==> src/sv/smf_pkg.sv <==
// ----------------------------------------------------------------------------
// smf_pkg
// Shared types and constants for the sliding window median filter.
// ----------------------------------------------------------------------------
package smf_pkg;

  localparam int unsigned OUT_WIDTH = 8;
  localparam int unsigned IN_WIDTH  = 8;

  typedef enum logic [1:0] {
    ST_IDLE,
    ST_SORT,
    ST_SKIP,
    ST_FINISH
  } smf_state_t;

endpackage

==> src/sv/sliding_median_filter.sv <==
// ----------------------------------------------------------------------------
// sliding_median_filter
// Shifts each prediction into a window of the last WINDOW values and returns
// the window median, found by rank counting with one shared comparator.
// ----------------------------------------------------------------------------
//  channel      handshake                          payload
//  input        prediction_valid / prediction_ready prediction [7:0]
//  output       median_valid / median_ready         median_value [7:0]
//
//  each beat is worked out by the single comparator, which walks every
//  candidate against a rotating copy of the window, with a skip step
//  after each candidate
//  reset clears the window to zeros, so early medians count those zeros
//  a waiting result holds the block in its finish step; a new beat can be
//  taken while the previous result is still waiting on the output
module sliding_median_filter #(
  parameter int unsigned WINDOW      = 5,
  parameter int unsigned VALUE_WIDTH = 8
) (
  input  logic                           clk,
  input  logic                           rst,
  input  logic                           prediction_valid,
  output logic                           prediction_ready,
  input  logic [smf_pkg::IN_WIDTH-1:0]   prediction,
  output logic                           median_valid,
  input  logic                           median_ready,
  output logic [smf_pkg::OUT_WIDTH-1:0]  median_value
);
  import smf_pkg::*;

  localparam int unsigned JW = (WINDOW > 1) ? $clog2(WINDOW) : 1;
  localparam int unsigned CW = $clog2(WINDOW + 1);
  localparam logic [JW-1:0] JLAST = JW'(WINDOW - 1);
  localparam logic [CW:0] K_LO = (CW + 1)'((WINDOW - 1) / 2);
  localparam logic [CW:0] K_HI = (CW + 1)'(WINDOW / 2);

  smf_state_t state, state_next;

  logic [VALUE_WIDTH-1:0] window_values [WINDOW];
  logic [VALUE_WIDTH-1:0] ring [WINDOW];
  logic [VALUE_WIDTH-1:0] cand;
  logic [VALUE_WIDTH-1:0] lo_val;
  logic [VALUE_WIDTH-1:0] hi_val;
  logic [JW-1:0]          j_cnt;
  logic [JW-1:0]          i_cnt;
  logic [CW-1:0]          lt_cnt;
  logic [CW-1:0]          eq_cnt;

  logic                   in_beat;
  logic                   out_load;
  logic [VALUE_WIDTH-1:0] pred_val;
  logic [VALUE_WIDTH-1:0] cand_sel;
  logic [CW-1:0]          lt_next;
  logic [CW-1:0]          eq_next;
  logic [CW:0]            upper;
  logic                   hit_lo;
  logic                   hit_hi;
  logic [VALUE_WIDTH:0]   mid_sum;

  assign in_beat  = prediction_valid && prediction_ready;
  assign out_load = (state == ST_FINISH) && (!median_valid || median_ready);
  assign pred_val = VALUE_WIDTH'(prediction);

  // candidate is captured from the ring head at the start of each pass
  assign cand_sel = (j_cnt == '0) ? ring[0] : cand;
  assign lt_next  = ((j_cnt == '0) ? '0 : lt_cnt) + CW'(ring[0] < cand_sel);
  assign eq_next  = ((j_cnt == '0) ? '0 : eq_cnt) + CW'(ring[0] == cand_sel);
  assign upper    = {1'b0, lt_next} + {1'b0, eq_next};
  assign hit_lo   = (K_LO >= {1'b0, lt_next}) && (K_LO < upper);
  assign hit_hi   = (K_HI >= {1'b0, lt_next}) && (K_HI < upper);
  assign mid_sum  = {1'b0, lo_val} + {1'b0, hi_val};

  always_ff @(posedge clk) begin
    if (rst) begin
      state <= ST_IDLE;
    end else begin
      state <= state_next;
    end
  end

  always_comb begin
    state_next       = state;
    prediction_ready = 1'b0;
    case (state)
      ST_IDLE: begin
        prediction_ready = 1'b1;
        if (prediction_valid) begin
          state_next = ST_SORT;
        end
      end
      ST_SORT: begin
        if (j_cnt == JLAST) begin
          state_next = ST_SKIP;
        end
      end
      ST_SKIP: begin
        if (i_cnt == JLAST) begin
          state_next = ST_FINISH;
        end else begin
          state_next = ST_SORT;
        end
      end
      ST_FINISH: begin
        if (out_load) begin
          state_next = ST_IDLE;
        end
      end
      default: begin
        state_next = ST_IDLE;
      end
    endcase
  end

  // window shift line, cleared by reset
  always_ff @(posedge clk) begin
    if (rst) begin
      for (int k = 0; k < WINDOW; k++) begin
        window_values[k] <= '0;
      end
    end else if (in_beat) begin
      window_values[0] <= pred_val;
      for (int k = 1; k < WINDOW; k++) begin
        window_values[k] <= window_values[k-1];
      end
    end
  end

  // working copy rotates one place per cycle during sort and skip
  always_ff @(posedge clk) begin
    if (in_beat) begin
      ring[0] <= pred_val;
      for (int k = 1; k < WINDOW; k++) begin
        ring[k] <= window_values[k-1];
      end
    end else if (state == ST_SORT || state == ST_SKIP) begin
      ring[WINDOW-1] <= ring[0];
      for (int k = 0; k < WINDOW - 1; k++) begin
        ring[k] <= ring[k+1];
      end
    end
  end

  always_ff @(posedge clk) begin
    if (rst) begin
      j_cnt <= '0;
      i_cnt <= '0;
    end else if (in_beat) begin
      j_cnt <= '0;
      i_cnt <= '0;
    end else if (state == ST_SORT) begin
      j_cnt <= (j_cnt == JLAST) ? '0 : j_cnt + 1'b1;
    end else if (state == ST_SKIP) begin
      i_cnt <= i_cnt + 1'b1;
    end
  end

  always_ff @(posedge clk) begin
    if (state == ST_SORT) begin
      cand   <= cand_sel;
      lt_cnt <= lt_next;
      eq_cnt <= eq_next;
      if (j_cnt == JLAST) begin
        if (hit_lo) begin
          lo_val <= cand_sel;
        end
        if (hit_hi) begin
          hi_val <= cand_sel;
        end
      end
    end
  end

  always_ff @(posedge clk) begin
    if (rst) begin
      median_valid <= 1'b0;
    end else if (out_load) begin
      median_valid <= 1'b1;
    end else if (median_ready) begin
      median_valid <= 1'b0;
    end
  end

  always_ff @(posedge clk) begin
    if (out_load) begin
      median_value <= OUT_WIDTH'(mid_sum >> 1);
    end
  end

`ifndef SYNTHESIS
  // a taken beat always starts the first candidate pass
  a_start_sort: assert property (@(posedge clk) disable iff (rst)
    in_beat |=> (state == ST_SORT) && (j_cnt == '0) && (i_cnt == '0))
    else $error("sort did not start after input beat");

  // rank search must order the two middle values
  a_mid_order: assert property (@(posedge clk) disable iff (rst)
    (state == ST_FINISH) |-> (lo_val <= hi_val))
    else $error("middle values out of order");

  // a new result only appears out of the finish step
  a_out_source: assert property (@(posedge clk) disable iff (rst)
    $rose(median_valid) |-> ($past(state) == ST_FINISH))
    else $error("result raised outside finish step");
`endif

endmodule

==> config.mk <==
export PLATFORM = sky130hd
export DESIGN_NAME = sliding_median_filter
export DESIGN_NICKNAME = d
export VERILOG_FILES = /design/src/sv/smf_pkg.sv /design/src/sv/sliding_median_filter.sv
export SDC_FILE = /design/constraint.sdc
export NUM_CORES = 1
export LEC_CHECK = 0
export ABC_AREA = 0
export BUFFER_PORTS_ARGS = -buffer_cell sky130_fd_sc_hd__buf_2
export CORE_AREA = 2 2 93 95
export CTS_BUF_LIST = sky130_fd_sc_hd__clkbuf_16
export DETAILED_ROUTE_END_ITERATION = 6
export DIE_AREA = 0 0 95 97
export PLACE_DENSITY = 0.76
export SLEW_MARGIN = 20
export SYNTH_ARGS = -nofsm -noshare
export SYNTH_HDL_FRONTEND = slang
export SYNTH_SLANG_ARGS = --single-unit
==> constraint.sdc <==
create_clock -name clk -period 4.91 [get_ports clk]
set_input_delay 0.982 -clock clk [delete_from_list [all_inputs] [get_ports clk]]
set_output_delay 0.982 -clock clk [all_outputs]
set_load 0.005 [all_outputs]
==> flow_summary_export.csv, run 1 <==
group,metric,value,unit
run_status,status,"finished clean",
synthesis,yosysWarnings,0,
cts,clock-sinks,111,
timing,finClkSkew,8.21,ps
floorplan,initial_core_util,58.5,%
cts,cts-root-buf,"clkbuf_16",
global_routing,grt_max_degree,42,
cells_and_area,finalNetCount,371,
cells_and_area,post-route-util,64.9,%
timing,fmax,231,MHz
worst_setup_path,r2r_setup_slack,590,ps
cts,clk_path_buf_depth,2,
synthesis,avgSynthCellArea,15.4,µm²
worst_setup_path,crit_required,4900,ps
route,drtIter0Drc,149,
timing,tightest_slew,987,ps
cells_and_area,fill_cells,571,
place,place_congestion,0.824,
global_routing,grt-ovfl-total,0,
cells_and_area,finalInstanceArea,5280,µm²
synthesis,yosysUniqueCellTypes,30,
synthesis,netlist_instances,310,
cts,clk_pin_slew,80,ps
synthesis,ys_ff_latch,111,
cts,h-tree-depth,3,
global_routing,grt_pass1_vias,2405,
route,drt_wl_total,7150,µm
power,ir_worst_vdd,0.000433,V
timing,report.final.setup_viol,0,
worst_setup_path,endpoint_kind,"register",
cts,postCtsSetupBuffers,0,
timing,hold_viol_final,0,
timing,slew_viol_final,0,
power,leakage,2.07,nW
cts,cts_tree,"done",
route,drc,0,
floorplan,num_rows,33,
place,io_buffers,21,
worst_setup_path,worstPathArrival,4310,ps
cells_and_area,layout_commonest_cell,"edfxtp_1",
global_routing,antenna_found_initial,0,
cells_and_area,area_growth,10.9,%
timing,period_share,88.1,%
worst_setup_path,critPathKind,"reg -> reg",
cts,cts_resized,0,
route,firstDrtPassIters,4,
synthesis,syn-cell-area,4760,µm²
floorplan,die_area,9220,µm²
timing,period_needed,4320,ps
cells_and_area,drive_gt1_share,24.9,%
route,num_vias,2420,
min_path,hp-class,"reg -> reg",
cells_and_area,diodes,0,
timing,rsz0062_at_grt,"no",
timing,hold_slack,425,ps
cts,postCtsHoldBufs,0,
timing,finalSetupTns,0,ps
global_routing,globalRouteTotalUtil,16.9,%
floorplan,coreArea,8130,µm²
route,vias_per_cell,5.43,
route,antenna_left,0,
synthesis,seq_area_frac_synth,68.1,%
global_routing,grt_pass1_wl,11900,µm
job,max-cap-violations,0,
synthesis,syn-num-nets,345,
worst_setup_path,crit_path_start_kind,"register",
floorplan,die_height,97,µm
cts,worstSkewPairLatency,340,ps
timing,slew_headroom,34.2,%
cts,cts_made_buffers,9,
route,wl_per_cell,16.0,µm
place,dpl-instance-area,4970,µm²
floorplan,fp.dieW,95,µm
place,dp_hpwl,4470,µm
floorplan,io_pins,22,
worst_setup_path,cp_max_fo,9,
power,p_per_area,621,nW/µm²
cells_and_area,layout_common_cells,"102 x edfxtp_1, 41 x mux2_2, 36 x and2_1",
cell usage after synthesis, drive strengths merged:
master  instances  area share [%]
a21o            1            0.16
xnor2           2            0.37
edfxtp        102              64
and2           36             4.7
buf             5            0.66
dfxtp           9             3.8
mux2i           7             1.5
inv            16             1.3
a21boi          1            0.24
ha             22             5.8
a222oi          1            0.21
a211oi          1            0.16
a31oi           1            0.13
a311oi          1            0.18
xor2            2            0.37
or3             1            0.13
nand4           2            0.26
clkbuf          5            0.39
nand2b          4            0.53
fa              1            0.42
nor2           12            0.95
o21ai           3            0.32
nand3           5            0.53
o211ai          1            0.16
mux2           41             9.7
nand2          14             1.1
a211o           1            0.18
nor2b           4            0.53
a21oi           9            0.95
critical path, stage by stage (launching register included):
cell	delay, ps
dfxtp_1	320
inv_1	80
ha_1	220
nor2b_1	150
buf_4	190
mux2i_1	250
ha_1	280
nor2b_1	140
o211ai_1	180
a21oi_1	90
a211oi_1	350
ha_1	220
ha_1	290
fa_1	570
a21oi_1	70
a31oi_1	150
a21boi_2	420
sequential cells by signal, indices dropped and copies added, names as in the netlist:
| name | count |
|---|---|
| cand | 8 |
| lt_cnt | 3 |
| window_values | 32 |
| eq_cnt | 3 |
| lo_val | 8 |
| ring | 40 |
| median_value | 8 |
| i_cnt | 3 |
| j_cnt | 3 |
| state | 2 |
| median_valid | 1 |
kinds of logic (layout without fill, tap and decap cells):
group                      Yosys count  in the layout  share of synthesized area (%)
buffers and inverters               26             57                           2.31
adders and majority gates           23             23                           6.20
muxes                               48             48                           11.2
and+or+nand+nor                     78             78                           8.75
xor gates and xnor gates             4              4                          0.736
DFF                                111            111                           68.1
AOI/OAI and AO/OA                   20             20                           2.68
per-layer routing:
metal / wire length (µm) / vias up / track usage, %
met4: 115 / 0 / 5.46
met1: 3480 / 1196 / 24.4
met3: 201 / 14 / 4.28
met2: 3360 / 31 / 25.3
li1: - / 1179 / -
met5: 0 / - / 0
report_power, final:
part / switching [mW] / internal [mW] / leakage, nW
Combinational: 0.534 / 0.427 / 0.824
Sequential: 0.117 / 1.50 / 1.10
Clock: 0.343 / 0.355 / 0.140
area by class of cell:
type	count	area [µm²]	share of cell area, %
Clock inverter	7	61.3	1.16
Tap cell	105	131	2.49
Sequential cell	111	3240	61.4
Multi-Input combinational cell	173	1410	26.7
Clock buffer	9	225	4.27
Inverter	16	60.1	1.14
Timing Repair Buffer	25	148	2.80
final timing paths:
path | start | depth (start not counted) | to
max | j_cnt[0]$_SDFFE_PP0N_ | 16 | lo_val[7]$_DFFE_PP_
min | lo_val[7]$_DFFE_PP_ | 0 | median_value[7]$_DFFE_PP_
max reg2reg | j_cnt[0]$_SDFFE_PP0N_ | 16 | lo_val[7]$_DFFE_PP_
min reg2reg | lo_val[7]$_DFFE_PP_ | 0 | median_value[7]$_DFFE_PP_
stage by stage:
stage / instances / setup WS (ps) / power (mW)
final: 446 / 586 / 3.28
after global routing: 446 / 247 / 3.47
after CTS: 445 / 596 / 3.29
after detailed placement: 429 / 692 / 2.58
after floorplan: 310 / 1120 / 2.34
after global placement: 429 / 868 / 2.54
No activity file was read; power rests on OpenSTA's default activity.
==> run 2, diff against run 1 <==
CTS_BUF_LIST = sky130_fd_sc_hd__clkbuf_4   (was sky130_fd_sc_hd__clkbuf_16)
==> flow_summary_export.csv, run 2 (synthesized netlist as in run 1, its figures left out) <==
group,metric,value,unit
run_status,status,"finished clean",
timing,period_needed,4210,ps
cts,cts_tree,"done",
worst_setup_path,critPathKind,"reg -> reg",
timing,finClkSkew,18.3,ps
cts,worstSkewPairLatency,460,ps
cts,cts_resized,0,
place,dp_hpwl,4470,µm
cts,cts-root-buf,"clkbuf_4",
cells_and_area,register_area,3240,µm²
timing,tightest_slew,1010,ps
floorplan,fp.dieW,95,µm
power,p_sw_share,31.8,%
worst_setup_path,r2r_setup_slack,700,ps
worst_setup_path,r2r_end,"lo_val[7]$_DFFE_PP_",
timing,slew_headroom,32.5,%
worst_setup_path,worstReg2RegStart,"j_cnt[0]$_SDFFE_PP0N_",
place,place_congestion,0.824,
timing,finalSetupTns,0,ps
cells_and_area,multiInputGateArea,1410,µm²
timing,hold_slack,444,ps
worst_setup_path,worstPathArrival,4340,ps
route,drc,0,
cts,clk_pin_slew,170,ps
power,p_per_area,583,nW/µm²
route,vias_per_cell,5.35,
timing,slew_viol_final,0,
min_path,hold_depth,0,
min_path,hp-start,"lo_val[7]$_DFFE_PP_",
global_routing,grt-ovfl-total,0,
floorplan,die_height,97,µm
cells_and_area,top_register,"ring",
worst_setup_path,cp_max_fo,9,
power,ir_worst_vdd,0.000276,V
power,p_seq_share,54.5,%
power,leakage,1.99,nW
timing,report.final.setup_viol,0,
cts,postCtsSetupBuffers,0,
global_routing,grt_max_degree,42,
power,net-switching-power,947,µW
cells_and_area,drive_gt1_share,24.7,%
worst_setup_path,crit_path_start_kind,"register",
job,max-cap-violations,0,
cts,h-tree-depth,3,
place,io_buffers,21,
cells_and_area,top_regs,"ring: 40 flops, window_values: 32 flops",
power,p_clk_share,14.3,%
cells_and_area,largest_reg_flops,40,
worst_setup_path,r2r_cells,16,
timing,fmax,237,MHz
global_routing,grt_pass1_vias,2368,
floorplan,die_area,9220,µm²
worst_setup_path,endpoint_kind,"register",
cells_and_area,diodes,0,
global_routing,grt_pass1_wl,11700,µm
route,num_vias,2380,
timing,period_share,85.8,%
power,p_comb_share,31.2,%
cts,clock-sinks,111,
cells_and_area,layout_common_cells,"102 x edfxtp_1, 41 x mux2_2, 36 x and2_1",
cts,postCtsHoldBufs,0,
worst_setup_path,crit_required,5040,ps
route,drtIter0Drc,124,
cts,clk_path_buf_depth,2,
floorplan,coreArea,8130,µm²
min_path,hp-class,"reg -> reg",
floorplan,io_pins,22,
power,p_int,2.03,mW
route,antenna_left,0,
route,drt_wl_total,7010,µm
timing,hold_viol_final,0,
route,firstDrtPassIters,4,
global_routing,antenna_found_initial,0,
cells_and_area,area_growth,7.20,%
floorplan,num_rows,33,
global_routing,globalRouteTotalUtil,16.8,%
route,wl_per_cell,15.8,µm
cells_and_area,finalNetCount,370,
cells_and_area,layout_commonest_cell,"edfxtp_1",
min_path,min_to,"median_value[7]$_DFFE_PP_",
floorplan,initial_core_util,58.5,%
timing,rsz0062_at_grt,"no",
cts,cts_made_buffers,9,
cells_and_area,fill_cells,597,
## run 2: cell types whose count changed in the layout (fill, tap and decap cells not counted), sizes merged
cell | previous run | this run
buf | 25 | 24
## run 2: metal layers
layer  vias to the layer above  GRT usage (%)  share of wire [%]
li1                       1178              -                  -
met1                      1163           24.2                 49
met2                        28           24.8                 46
met3                        11           3.04                2.2
met4                         0           7.47                2.0
met5                         -              0                  0
## run 2: power groups by stage
stage	clock network (mW)	logic (mW)	registers [mW]
5_1_grt	0.471	1.04	1.65
4_1_cts	0.437	0.948	1.63
3_3_place_gp	0	0.906	1.63
6_report	0.425	0.927	1.62
2_1_floorplan	0	0.741	1.60
3_5_place_dp	0	0.940	1.64
## run 2: final cells by class
type	count	area share (%)
Timing Repair Buffer	24	2.50
Multi-Input combinational cell	173	27.7
Clock buffer	9	1.32
Clock inverter	7	1.20
Inverter	16	1.18
Sequential cell	111	63.6
Tap cell	105	2.57
## run 2: through the flow
step / power (mW) / std cells / utilization, % / setup slack (ps) / area (µm²)
2_1_floorplan: 2.34 / 310 / - / 1120 / 4760
4_1_cts: 3.01 / 445 / 62.7 / 664 / 5100
3_5_place_dp: 2.58 / 429 / 61.1 / 692 / 4970
6_report: 2.97 / 445 / 62.7 / 698 / 5100
3_3_place_gp: 2.54 / 429 / 61.1 / 868 / 4970
5_1_grt: 3.17 / 445 / 62.7 / 321 / 5100
## run 2: critical path: stages, from the launching register on
cell and delay (ps):
dfxtp_1 350, inv_1 80, ha_1 220, nor2b_1 150, buf_4 190, mux2i_1 250, ha_1 280, nor2b_1 140
o211ai_1 150, a21oi_1 100, a211oi_1 270, ha_1 200, ha_1 280, fa_1 570, a21oi_1 70, a31oi_1 150
a21boi_2 420
## run 2: worst max-delay path by stage
stage                     startpoint             endpoint  depth (start not counted)
2_1_floorplan  j_cnt[0]$_SDFFE_PP0N_  lo_val[0]$_DFFE_PP_                         16
3_3_place_gp   j_cnt[0]$_SDFFE_PP0N_  lo_val[2]$_DFFE_PP_                         16
3_5_place_dp   j_cnt[0]$_SDFFE_PP0N_  lo_val[1]$_DFFE_PP_                         16
4_1_cts        j_cnt[0]$_SDFFE_PP0N_  lo_val[7]$_DFFE_PP_                         16
5_1_grt        j_cnt[0]$_SDFFE_PP0N_  lo_val[7]$_DFFE_PP_                         16
6_report       j_cnt[0]$_SDFFE_PP0N_  lo_val[7]$_DFFE_PP_                         16
==> run 3, diff against run 2 <==
HOLD_SLACK_MARGIN = 0.12   (was unset)
PLACE_DENSITY = 0.83   (was 0.76)
==> flow_summary_export.csv, run 3 (synthesized netlist as in run 1, its figures left out) <==
group,metric,value,unit
run_status,status,"finished clean",
timing,tightest_slew,1030,ps
min_path,hp-class,"reg -> reg",
cts,clock-sinks,111,
cts,cts_tree,"done",
global_routing,globalRouteTotalUtil,17.4,%
floorplan,coreArea,8130,µm²
cts,cts_made_buffers,9,
power,p_per_area,596,nW/µm²
worst_setup_path,crit_required,5030,ps
route,drc,0,
timing,hold_viol_final,0,
worst_setup_path,r2r_cells,16,
timing,period_share,86.3,%
timing,finalSetupTns,0,ps
cells_and_area,largest_reg_flops,40,
worst_setup_path,critPathKind,"reg -> reg",
worst_setup_path,worstPathArrival,4360,ps
floorplan,io_pins,22,
cells_and_area,layout_commonest_cell,"edfxtp_1",
place,io_buffers,21,
worst_setup_path,cp_cell_sequence,"inv_1 -> ha_1 -> nor2b_1 -> buf_4 -> mux2i_1 -> ha_1 -> nor2b_1 -> o211ai_1 -> a21oi_1 -> a211oi_1 -> ha_1 -> ha_1 -> fa_1 -> a21oi_1 -> a31oi_1 -> a21boi_2",
cts,postCtsHoldBufs,0,
floorplan,fp.dieW,95,µm
cts,clk_pin_slew,160,ps
floorplan,initial_core_util,58.5,%
timing,finClkSkew,17.5,ps
place,dpl-instance-area,4970,µm²
job,max-cap-violations,0,
worst_setup_path,cp_max_fo,9,
cts,postCtsSetupBuffers,0,
route,drtIter0Drc,103,
timing,fmax,236,MHz
route,wl_per_cell,16.2,µm
power,ir_worst_vdd,0.000312,V
timing,slew_headroom,31.5,%
power,leakage,2.00,nW
worst_setup_path,max_stage_delay,510,ps
cells_and_area,diodes,0,
min_path,hp-start,"lo_val[5]$_DFFE_PP_",
place,dp_hpwl,4550,µm
cells_and_area,finalNetCount,370,
cells_and_area,finalInstanceArea,5130,µm²
min_path,min_to,"median_value[5]$_DFFE_PP_",
global_routing,grt_pass1_vias,2564,
timing,period_needed,4230,ps
cells_and_area,top_regs,"ring: 40 flops, window_values: 32 flops",
worst_setup_path,worstReg2RegStart,"j_cnt[0]$_SDFFE_PP0N_",
route,vias_per_cell,5.50,
global_routing,grt_pass1_wl,12200,µm
floorplan,die_area,9220,µm²
floorplan,die_height,97,µm
place,place_congestion,0.839,
cells_and_area,area_growth,7.86,%
worst_setup_path,r2r_setup_slack,680,ps
timing,report.final.setup_viol,0,
cts,worstSkewPairLatency,450,ps
route,antenna_left,0,
timing,slew_viol_final,0,
cts,h-tree-depth,3,
cells_and_area,drive_gt1_share,24.7,%
cts,cts_resized,0,
floorplan,num_rows,33,
route,firstDrtPassIters,4,
min_path,hold_depth,0,
cts,cts-root-buf,"clkbuf_4",
cells_and_area,top_register,"ring",
place,place_ws,717,ps
global_routing,antenna_found_initial,0,
route,drt_wl_total,7210,µm
timing,fin_ws,675,ps
worst_setup_path,cp_common_cell,"ha_1",
worst_setup_path,endpoint_kind,"register",
cts,clk_path_buf_depth,2,
worst_setup_path,crit_path_start_kind,"register",
timing,hold_slack,439,ps
global_routing,grt_max_degree,42,
timing,rsz0062_at_grt,"no",
global_routing,grt-ovfl-total,0,
worst_setup_path,cp_slowest_cell,"fa_1",
cells_and_area,layout_common_cells,"102 x edfxtp_1, 41 x mux2_2, 36 x and2_1",
route,num_vias,2448,
worst_setup_path,r2r_end,"lo_val[4]$_DFFE_PP_",
run 3: cell types whose count changed in the layout (fill, tap and decap cells not counted):
| cell | delta |
|---|---|
| bufinv_16 | +2 |
| clkbuf_4 | +1 |
| clkinvlp_4 | +1 |
| clkinv_4 | -1 |
| inv_6 | -2 |
| inv_8 | -2 |
| clkinv_2 | +1 |
run 3: through the flow:
| stage | util (%) | total power, mW | instances |
|---|---|---|---|
| after floorplan | - | 2.34 | 310 |
| after global placement | 61.1 | 2.53 | 429 |
| after detailed placement | 61.1 | 2.58 | 429 |
| after CTS | 63.1 | 3.08 | 445 |
| after global routing | 63.1 | 3.25 | 445 |
| final | 63.1 | 3.06 | 445 |
run 3: metal layers:
layer	GRT usage [%]	wire (µm)	part of all wire [%]	vias to the layer above
met4	5.69	110	1.5	0
met5	0	0	0	-
li1	-	-	-	1175
met3	4.28	255	3.5	9
met2	26.5	3320	46	43
met1	24.8	3520	49	1221
run 3: worst max path at each step:
stage	to	depth (start not counted)	slack [ps]	start
2_1_floorplan	lo_val[0]$_DFFE_PP_	16	1120	j_cnt[0]$_SDFFE_PP0N_
3_3_place_gp	lo_val[2]$_DFFE_PP_	16	860	j_cnt[0]$_SDFFE_PP0N_
3_5_place_dp	lo_val[1]$_DFFE_PP_	16	720	j_cnt[0]$_SDFFE_PP0N_
4_1_cts	lo_val[5]$_DFFE_PP_	16	680	j_cnt[0]$_SDFFE_PP0N_
5_1_grt	lo_val[5]$_DFFE_PP_	16	350	j_cnt[0]$_SDFFE_PP0N_
6_report	lo_val[4]$_DFFE_PP_	16	680	j_cnt[0]$_SDFFE_PP0N_
run 3: final cells by class:
class,count,area (µm²)
Inverter,16,60.1
Multi-Input combinational cell,173,1410
Clock inverter,6,85.1
Clock buffer,10,75.1
Tap cell,105,131
Sequential cell,111,3240
Timing Repair Buffer,24,128
Fill cell,603,3000
run 3: critical path, delay by kind of cell, from the launching register on:
family / cells / cell delay [ps]
AO/OA/AOI/OAI: 6 / 1190
flip-flops: 1 / 360
multiplexers: 1 / 250
adder cells (fa/ha/maj): 5 / 1560
AND/OR/NAND/NOR: 2 / 270
buffers and inverters: 2 / 270
run 3: report_power, final:
part	switching (mW)	internal (mW)
combinational	0.533	0.408
clock	0.285	0.211
sequential	0.115	1.51
